`src/pes_hdr_pkg.sv`:
```
`timescale 1ns / 1ps
// ----------------------------------------------------------------------------
// PES header parser package
// Shared payload types, parse phases and field helpers.
// ----------------------------------------------------------------------------
package pes_hdr_pkg;

    localparam int unsigned FIXED_HEADER_BYTES = 9;

    // Byte positions in the fixed part of the header
    localparam logic [15:0] POS_STREAM  = 16'd3;
    localparam logic [15:0] POS_LEN_HI  = 16'd4;
    localparam logic [15:0] POS_LEN_LO  = 16'd5;
    localparam logic [15:0] POS_FLAG_HI = 16'd6;
    localparam logic [15:0] POS_FLAG_LO = 16'd7;
    localparam logic [15:0] POS_HDR_LEN = 16'd8;

    localparam logic [8:0] SPECIAL_OFFSET = 9'd6;

    typedef enum logic [3:0] {
        PH_FIXED = 4'd0,
        PH_PTS   = 4'd1,
        PH_DTS   = 4'd2,
        PH_ESCR  = 4'd3,
        PH_RATE  = 4'd4,
        PH_TRICK = 4'd5,
        PH_COPY  = 4'd6,
        PH_CRC   = 4'd7,
        PH_SKIP  = 4'd8,
        PH_DONE  = 4'd9,
        PH_BAD   = 4'd10
    } t_phase;

    typedef struct packed {
        logic [7:0] data_byte;
        logic       last_byte;
    } t_in;

    typedef struct packed {
        logic        header_ok;
        logic [7:0]  stream_code;
        logic [15:0] packet_length;
        logic [15:0] header_flags;
        logic [32:0] pts_value;
        logic [32:0] dts_value;
        logic [32:0] escr_base_value;
        logic [8:0]  escr_ext_value;
        logic [21:0] es_rate_value;
        logic [7:0]  trick_byte;
        logic [15:0] prev_crc;
        logic [8:0]  payload_offset;
    } t_out;

    // Phase choice after a field or the fixed header ends
    typedef struct packed {
        t_phase     phase;
        logic [7:0] skip;
        logic       done;
        logic       clr_shift;
    } t_adv;

    function automatic logic [2:0] field_len(input t_phase ph);
        logic [2:0] len;
        case (ph)
            PH_PTS, PH_DTS:    len = 3'd5;
            PH_ESCR:           len = 3'd6;
            PH_RATE:           len = 3'd3;
            PH_TRICK, PH_COPY: len = 3'd1;
            PH_CRC:            len = 3'd2;
            default:           len = 3'd0;
        endcase
        return len;
    endfunction

    function automatic logic special_id(input logic [7:0] id);
        return (id == 8'hBC) || (id == 8'hBE) || (id == 8'hBF) || (id == 8'hF0) ||
               (id == 8'hF1) || (id == 8'hF2) || (id == 8'hF8) || (id == 8'hFF);
    endfunction

endpackage

```
`src/pes_header_parser.sv`:
```
`timescale 1ns / 1ps
// ----------------------------------------------------------------------------
// PES packet header parser
// Byte-wide parser for MPEG-2 PES headers with one result per packet.
// ----------------------------------------------------------------------------
// Takes one byte of a PES packet per transaction, one transaction per cycle,
// with last_byte marking the final byte of the buffer. Each byte goes through
// a single register-to-register pass that updates the parse state; on the
// last byte the captured fields, the payload offset and the header_ok flag
// are loaded into the output register as one result transaction, and the
// parser clears itself for the next packet. Bytes that are not last never
// stall, even while a result waits; only a last byte stalls while the
// output register is still held by the downstream side.
module pes_header_parser
    import pes_hdr_pkg::*;
(
    input  logic i_clk,
    input  logic i_rst_n,
    input  logic i_in_valid,
    output logic o_in_stall,
    input  t_in  i_in_data,
    output logic o_out_valid,
    input  logic i_out_stall,
    output t_out o_out_data
);

    // Parse state
    logic [15:0] r_pos,       n_pos;
    t_phase      r_phase,     n_phase;
    logic [39:0] r_shift,     n_shift;
    logic [7:0]  r_skip,      n_skip;
    logic [7:0]  r_hl,        n_hl;
    logic        r_done,      n_done;
    logic        r_special,   n_special;
    // Captured fields
    logic [7:0]  r_stream,    n_stream;
    logic [15:0] r_len,       n_len;
    logic [15:0] r_flags,     n_flags;
    logic [32:0] r_pts,       n_pts;
    logic [32:0] r_dts,       n_dts;
    logic [32:0] r_escr_base, n_escr_base;
    logic [8:0]  r_escr_ext,  n_escr_ext;
    logic [21:0] r_rate,      n_rate;
    logic [7:0]  r_trick,     n_trick;
    logic [15:0] r_crc,       n_crc;

    logic        r_out_valid;
    t_out        r_out;
    t_out        n_out;

    logic        accept;
    logic [7:0]  b;
    t_adv        adv;
    logic [8:0]  offset;

    // Stall only a last byte that would overwrite a held result
    assign o_in_stall  = r_out_valid & i_out_stall & i_in_data.last_byte;
    assign accept      = i_in_valid & ~o_in_stall;
    assign b           = i_in_data.data_byte;
    assign o_out_valid = r_out_valid;
    assign o_out_data  = r_out;

    pes_hdr_advance u_advance (
        .i_from    (r_phase),
        .i_flags   (r_flags[7:0]),
        .i_used    (r_pos[9:0] - 10'd8),
        .i_hdr_len ((r_phase == PH_FIXED) ? b : r_hl),
        .o_adv     (adv)
    );

    // Next parse state for the byte on the input
    always_comb begin
        n_pos       = (r_pos == 16'hFFFF) ? r_pos : r_pos + 16'd1;
        n_phase     = r_phase;
        n_shift     = r_shift;
        n_skip      = r_skip;
        n_hl        = r_hl;
        n_done      = r_done;
        n_special   = r_special;
        n_stream    = r_stream;
        n_len       = r_len;
        n_flags     = r_flags;
        n_pts       = r_pts;
        n_dts       = r_dts;
        n_escr_base = r_escr_base;
        n_escr_ext  = r_escr_ext;
        n_rate      = r_rate;
        n_trick     = r_trick;
        n_crc       = r_crc;
        unique case (r_phase)
            PH_FIXED: begin
                if (r_pos == POS_STREAM) begin
                    n_stream  = b;
                    n_special = special_id(b);
                end else if (r_pos == POS_LEN_HI) begin
                    n_len[15:8] = b;
                end else if (r_pos == POS_LEN_LO) begin
                    n_len[7:0] = b;
                    // special streams end the header here
                    if (r_special) begin
                        n_phase = PH_DONE;
                        n_done  = 1'b1;
                    end
                end else if (r_pos == POS_FLAG_HI) begin
                    n_flags[15:8] = b;
                end else if (r_pos == POS_FLAG_LO) begin
                    n_flags[7:0] = b;
                end else if (r_pos == POS_HDR_LEN) begin
                    n_hl    = b;
                    n_phase = adv.phase;
                    n_skip  = adv.skip;
                    n_done  = adv.done;
                    if (adv.clr_shift) begin
                        n_shift = 40'd0;
                    end
                end
            end
            PH_PTS, PH_DTS, PH_ESCR, PH_RATE, PH_TRICK, PH_COPY, PH_CRC: begin
                // first ESCR byte holds the top five base bits
                if (r_phase == PH_ESCR && r_skip == 8'd6) begin
                    n_escr_base = {b[5:3], b[1:0], 28'd0};
                    n_escr_ext  = 9'd0;
                end else begin
                    n_shift = {r_shift[31:0], b};
                end
                n_skip = r_skip - 8'd1;
                if (n_skip == 8'd0) begin
                    case (r_phase)
                        PH_PTS:   n_pts = {n_shift[35:33], n_shift[31:17], n_shift[15:1]};
                        PH_DTS:   n_dts = {n_shift[35:33], n_shift[31:17], n_shift[15:1]};
                        PH_ESCR: begin
                            n_escr_base = {r_escr_base[32:28], n_shift[39:27],
                                           n_shift[25:11]};
                            n_escr_ext  = n_shift[9:1];
                        end
                        PH_RATE:  n_rate  = n_shift[22:1];
                        PH_TRICK: n_trick = n_shift[7:0];
                        PH_CRC:   n_crc   = n_shift[15:0];
                        default: ;
                    endcase
                    n_phase = adv.phase;
                    n_skip  = adv.skip;
                    n_done  = r_done | adv.done;
                    if (adv.clr_shift) begin
                        n_shift = 40'd0;
                    end
                end
            end
            PH_SKIP: begin
                n_skip = r_skip - 8'd1;
                if (n_skip == 8'd0) begin
                    n_phase = PH_DONE;
                    n_done  = 1'b1;
                end
            end
            default: ;
        endcase
    end

    // Result for a last byte, built from the updated state
    always_comb begin
        if (n_pos >= 16'd4 && n_special) begin
            offset = SPECIAL_OFFSET;
        end else if (n_pos >= 16'(FIXED_HEADER_BYTES) && !n_special) begin
            offset = 9'(FIXED_HEADER_BYTES) + {1'b0, n_hl};
        end else begin
            offset = 9'd0;
        end
        n_out.header_ok       = n_done;
        n_out.stream_code     = n_stream;
        n_out.packet_length   = n_len;
        n_out.header_flags    = n_flags;
        n_out.pts_value       = n_pts;
        n_out.dts_value       = n_dts;
        // ESCR cut short reads as absent
        n_out.escr_base_value = (n_phase == PH_ESCR) ? 33'd0 : n_escr_base;
        n_out.escr_ext_value  = (n_phase == PH_ESCR) ? 9'd0 : n_escr_ext;
        n_out.es_rate_value   = n_rate;
        n_out.trick_byte      = n_trick;
        n_out.prev_crc        = n_crc;
        n_out.payload_offset  = offset;
    end

    // Parse state: clear on reset and after each packet's last byte
    always_ff @(posedge i_clk) begin
        if (!i_rst_n || (accept && i_in_data.last_byte)) begin
            r_pos       <= 16'd0;
            r_phase     <= PH_FIXED;
            r_shift     <= 40'd0;
            r_skip      <= 8'd0;
            r_hl        <= 8'd0;
            r_done      <= 1'b0;
            r_special   <= 1'b0;
            r_stream    <= 8'd0;
            r_len       <= 16'd0;
            r_flags     <= 16'd0;
            r_pts       <= 33'd0;
            r_dts       <= 33'd0;
            r_escr_base <= 33'd0;
            r_escr_ext  <= 9'd0;
            r_rate      <= 22'd0;
            r_trick     <= 8'd0;
            r_crc       <= 16'd0;
        end else if (accept) begin
            r_pos       <= n_pos;
            r_phase     <= n_phase;
            r_shift     <= n_shift;
            r_skip      <= n_skip;
            r_hl        <= n_hl;
            r_done      <= n_done;
            r_special   <= n_special;
            r_stream    <= n_stream;
            r_len       <= n_len;
            r_flags     <= n_flags;
            r_pts       <= n_pts;
            r_dts       <= n_dts;
            r_escr_base <= n_escr_base;
            r_escr_ext  <= n_escr_ext;
            r_rate      <= n_rate;
            r_trick     <= n_trick;
            r_crc       <= n_crc;
        end
    end

    // Output register: load on a last byte, drop once taken
    always_ff @(posedge i_clk) begin
        if (!i_rst_n) begin
            r_out_valid <= 1'b0;
        end else if (accept && i_in_data.last_byte) begin
            r_out_valid <= 1'b1;
        end else if (!i_out_stall) begin
            r_out_valid <= 1'b0;
        end
    end

    always_ff @(posedge i_clk) begin
        if (accept && i_in_data.last_byte) begin
            r_out <= n_out;
        end
    end

endmodule

```
`src/pes_hdr_advance.sv`:
```
`timescale 1ns / 1ps
// ----------------------------------------------------------------------------
// PES header phase chooser
// Picks the next flagged field, or bad if it does not fit, else skip or done.
// ----------------------------------------------------------------------------
module pes_hdr_advance
    import pes_hdr_pkg::*;
(
    input  t_phase     i_from,
    input  logic [7:0] i_flags,
    input  logic [9:0] i_used,
    input  logic [7:0] i_hdr_len,
    output t_adv       o_adv
);

    logic [7:0] on;
    logic [7:0] after;
    logic       found;
    t_phase     sel;

    always_comb begin
        on       = 8'd0;
        on[1]    = i_flags[7];
        on[2]    = i_flags[7] & i_flags[6];
        on[3]    = i_flags[5];
        on[4]    = i_flags[4];
        on[5]    = i_flags[3];
        on[6]    = i_flags[2];
        on[7]    = i_flags[1];
        after    = 8'd0;
        found    = 1'b0;
        sel      = PH_DONE;
        for (int p = 1; p < 8; p++) begin
            after[p] = (4'(p) > i_from);
        end
        // first enabled phase after the current one
        for (int p = 7; p >= 1; p--) begin
            if (on[p] && after[p]) begin
                found = 1'b1;
                sel   = t_phase'(4'(p));
            end
        end
    end

    always_comb begin
        o_adv = '{phase: PH_DONE, skip: 8'd0, done: 1'b0, clr_shift: 1'b0};
        if (found) begin
            if ((i_used + 10'(field_len(sel))) > {2'b00, i_hdr_len}) begin
                o_adv.phase = PH_BAD;
            end else begin
                o_adv.phase     = sel;
                o_adv.skip      = {5'd0, field_len(sel)};
                o_adv.clr_shift = 1'b1;
            end
        end else if (i_used >= {2'b00, i_hdr_len}) begin
            o_adv.phase = PH_DONE;
            o_adv.done  = 1'b1;
        end else begin
            o_adv.phase = PH_SKIP;
            o_adv.skip  = 8'({2'b00, i_hdr_len} - i_used);
        end
    end

endmodule
```
`config.mk`:
```
export PLATFORM = sky130hd
export DESIGN_NAME = pes_header_parser
export DESIGN_NICKNAME = d
export VERILOG_FILES = /design/src/pes_hdr_pkg.sv /design/src/pes_header_parser.sv /design/src/pes_hdr_advance.sv
export SDC_FILE = /design/constraint.sdc
export NUM_CORES = 1
export LEC_CHECK = 0
export ABC_CLOCK_PERIOD_IN_PS = 17500
export BUFFER_PORTS_ARGS = -buffer_cell sky130_fd_sc_hd__buf_2
export CAP_MARGIN = 10
export CORE_UTILIZATION = 45
export CTS_BUF_LIST = sky130_fd_sc_hd__clkbuf_4
export DETAILED_ROUTE_END_ITERATION = 10
export PLACE_DENSITY = 0.71
export REMOVE_ABC_BUFFERS = 1
export SLEW_MARGIN = 20
export SYNTH_ARGS = -nofsm -noshare
export SYNTH_HDL_FRONTEND = slang
export SYNTH_SLANG_ARGS = --single-unit
```
`constraint.sdc`:
```
create_clock -name i_clk -period 17.5 [get_ports i_clk]
set_input_delay 2.625 -clock i_clk [delete_from_list [all_inputs] [get_ports i_clk]]
set_output_delay 2.625 -clock i_clk [all_outputs]
set_load 0.1 [all_outputs]
```
==> flow_results.org <==
** Run status
- The flow ran to the end, but the final reports show violations.
- The checks that failed: DRC.

** Logic synthesis
- Biggest area consumer among synthesized cells :: edfxtp_1
- After technology mapping, the gate count stands at 2,251.
- Commonest register cell after synthesis :: dfxtp_1
- Synthesis warning total :: 0
- Number of register bits inferred by synthesis :: 477
- The synthesized netlist occupies a cell area of 21,500 sq um.
- Fraction of registers with async set or reset after synthesis :: 0%
- Top cells by area, synth :: edfxtp_1 (28%), dfxtp_1 (25%), nand2_1 (9.2%)
- Each instance of the synthesized netlist takes up on average 9.550 sq um.
- The netlist uses 80 different library cells.
- After synthesis, the largest area contributor takes up 28.49% of total cell area.
- Fraction of the yosys area taken by sequential cells :: 53.92%
- EDFF count, synth :: 204

** CTS
- Number of buffers added by the clock tree synthesis step :: 119
- Count of clock tree sinks :: 477
- CTS Hold Bufs :: 0
- Post-CTS Setup Inserts :: 0
- No sink is reached through more buffers than the 3 on the longest clock path.
- TritonCTS clock tree :: done
- Post-CTS repair changed the size of 0 cells.
- CTS H-Tree Depth :: 3
- The clock reaches the later pin of the worst-skew pair after 890 ps.
- Clk slew on worst S/H paths :: 70 ps
- Clock tree synthesis selected as its root buffer the cell clkbuf_4.

** Placement
- Gpl congestion :: 0.9086
- Before CTS, the worst setup slack after placement is 11,340 ps.
- Total half-perimeter wirelength after legalization and detailed placement :: 38,070 um
- Input/output buffers :: 218

** Power
- VDD sags by at most 64.17 uV.
- Combinational logic is responsible for 9.4% of the overall power.
- The clock network burns 40.7% of the power.
- Power Density :: 96.58 nW/um^2
- Switching component of the power :: 0.6674 mW
- Static leakage :: 9.324 nW
- Power after layout :: 2.373 mW
- Cell internal power was estimated by the tool at 1.705 mW.
- Net switching is 28.13% of the power.
- Sequential Power Share :: 49.9%

** Drt
- The final layout contains routed wiring with a total length of 59,780 um.
- DRC violation count after routing :: 21
- Pre-Repair DR Iteration Count :: 8
- Wire length per cell after detailed routing :: 18.85 um
- Routed via count divided by cell count :: 5.583
- In this run the remaining antenna-violating nets after routing total 0.
- Violation count after the first detailed-route iteration :: 1,628
- Detailed routing inserted a total of 17,703 vias.

** STA
- The worst pin sits at a relative slew slack of 30.54%.
- Number of hold-slack violations in the final timing report :: 0
- Worst Tran Pin Value :: 1042 ps
- Achievable Freq :: 0.1652 GHz
- Final setup skew :: 75.77 ps
- Summed over all failing endpoints, the final setup total negative slack is 0 ps.
- Setup slack closes at 11,450 ps.
- The worst path in the final design needs a cycle of 6052 ps, including I/O delays and setup.
- Final cycle utilization of the critical path :: 34.58%
- Worst hold margin :: 452.2 ps
- Setup Viol. Count Final :: 0
- Setup repair after global routing left no endpoint under its margin.
- The number of max-slew violations in the final report was 0.

** Floorplan
- Vertical die dimension :: 220.6 um
- Initial core utilization :: 45.88%
- Placeable core area :: 46,850 sq um
- The die covers 48,650 sq um.
- The die is 220.6 um wide.
- For this design the top-level I/O count stands at 219.
- Std-Cell Rows :: 79

** GRT
- First-pass GRT wire length :: 91,880 um
- Pin count of the biggest net entering global routing :: 84
- Total congestion overflow after global routing :: 0
- Vias in the first global route :: 16,773
- Initial antenna violation count :: 3
- Global routing used 24.23% of the available tracks across all layers.

** Critical path
- STA classifies the critical path endpoint as a primary output.
- Biggest fanout along the worst timing path :: 4
- Startpoint type of the worst setup path :: primary input
- Data on the critical path is required at its endpoint by 14,880 ps.
- At the worst endpoint, the arrival time is 3430 ps.
- Worst Setup Path Type :: in2out

** Finish
- Fraction of layout cells with a size suffix above 1 :: 22.79%
- Cells fill 52.44% of the core in the end.
- Layout overhead on the synthesized area :: 14.28%
- In the layout the commonest cells are nand2_1 (524), dfxtp_1 (273), a21oi_1 (230).
- Most common cell after layout, fill and taps aside :: nand2_1
- Final-stage net count :: 2,509

** Min path
- The worst hold path belongs to the class reg2reg.

** Flow run
- The tool flagged a number of max-cap violations equal to 0.
worst paths after layout:
check | from | endpoint | slack (ps) | depth (start not counted)
hold reg to reg | r_len[8] | r_len[8] | 450 | 2
setup / recovery | i_in_data[0] | o_in_stall | 11450 | 4
hold / removal | r_len[8] | r_len[8] | 450 | 2
setup reg to reg | r_phase[1] | o_out_data[90] | 11610 | 23
power by group through the flow:
stage                     clock network, mW  registers, mW  logic (mW)
after floorplan                           0           1.32      0.0561
after global placement                    0           1.21       0.220
after detailed placement                  0           1.21       0.222
after CTS                             0.992           1.18       0.222
after global routing                   1.05           1.18       0.233
final                                 0.966           1.18       0.222
Yosys cell counts, types with 22 or more instances:
master and number:
nand2_1 525, nor3_1 22, o21ai_0 83, clkbuf_1 119, buf_2 26, nand3_1 54
inv_1 36, a22oi_1 32, a21oi_1 230, ha_1 37, a211oi_1 25, edfxtp_1 204
mux2_2 105, nor2_1 170, mux2i_1 47, dfxtp_1 273, xnor2_1 25
worst max-delay path, cell delays in order:
cell and delay [ps]:
buf_2 100, nand3_1 180, inv_1 100, buf_2 420
kinds of logic after synthesis:
group                    after synthesis  share of synthesized area [%]
multiplexers                         152                          7.688
adder cells (fa/ha/maj)               39                          2.340
AO/OA/AOI/OAI                        483                          13.59
buffers and inverters                195                          3.783
AND/OR/NAND/NOR                      872                          17.34
flip-flops                           477                          53.92
XOR/XNOR                              33                          1.344
layer usage:
metal / GRT usage, % / share of wire [%] / wire [um]
met3: 5.595 / 8.5 / 5084
met4: 10.46 / 3.0 / 1766
met2: 38.14 / 46 / 27350
met5: 0 / 0 / 0
met1: 31.90 / 43 / 25580
area by class of cell:
class | instances | area (sq um)
Antenna cell | 1 | 2.502
Clock buffer | 185 | 1389
Clock inverter | 42 | 227.7
Fill cell | 4187 | 22280
Inverter | 38 | 142.6
Multi-Input combinational cell | 1579 | 9165
Sequential cell | 477 | 11590
Tap cell | 607 | 759.5
Timing Repair Buffer | 242 | 1291
sequential cells by signal (all words and copies together) (netlist names), 22 cells and up:
signal,flops
r_escr_base,33
r_shift,40
o_out_data,204
r_pts,33
r_dts,33
r_rate,22
per-stage QoR:
stage	instance area (sq um)	std cells
finish	24570	3171
global route	24570	3171
CTS	24540	3169
detailed placement	22920	2942
global placement	22920	2942
floorplan	20830	2094
No activity file was read; power rests on OpenSTA's default activity.
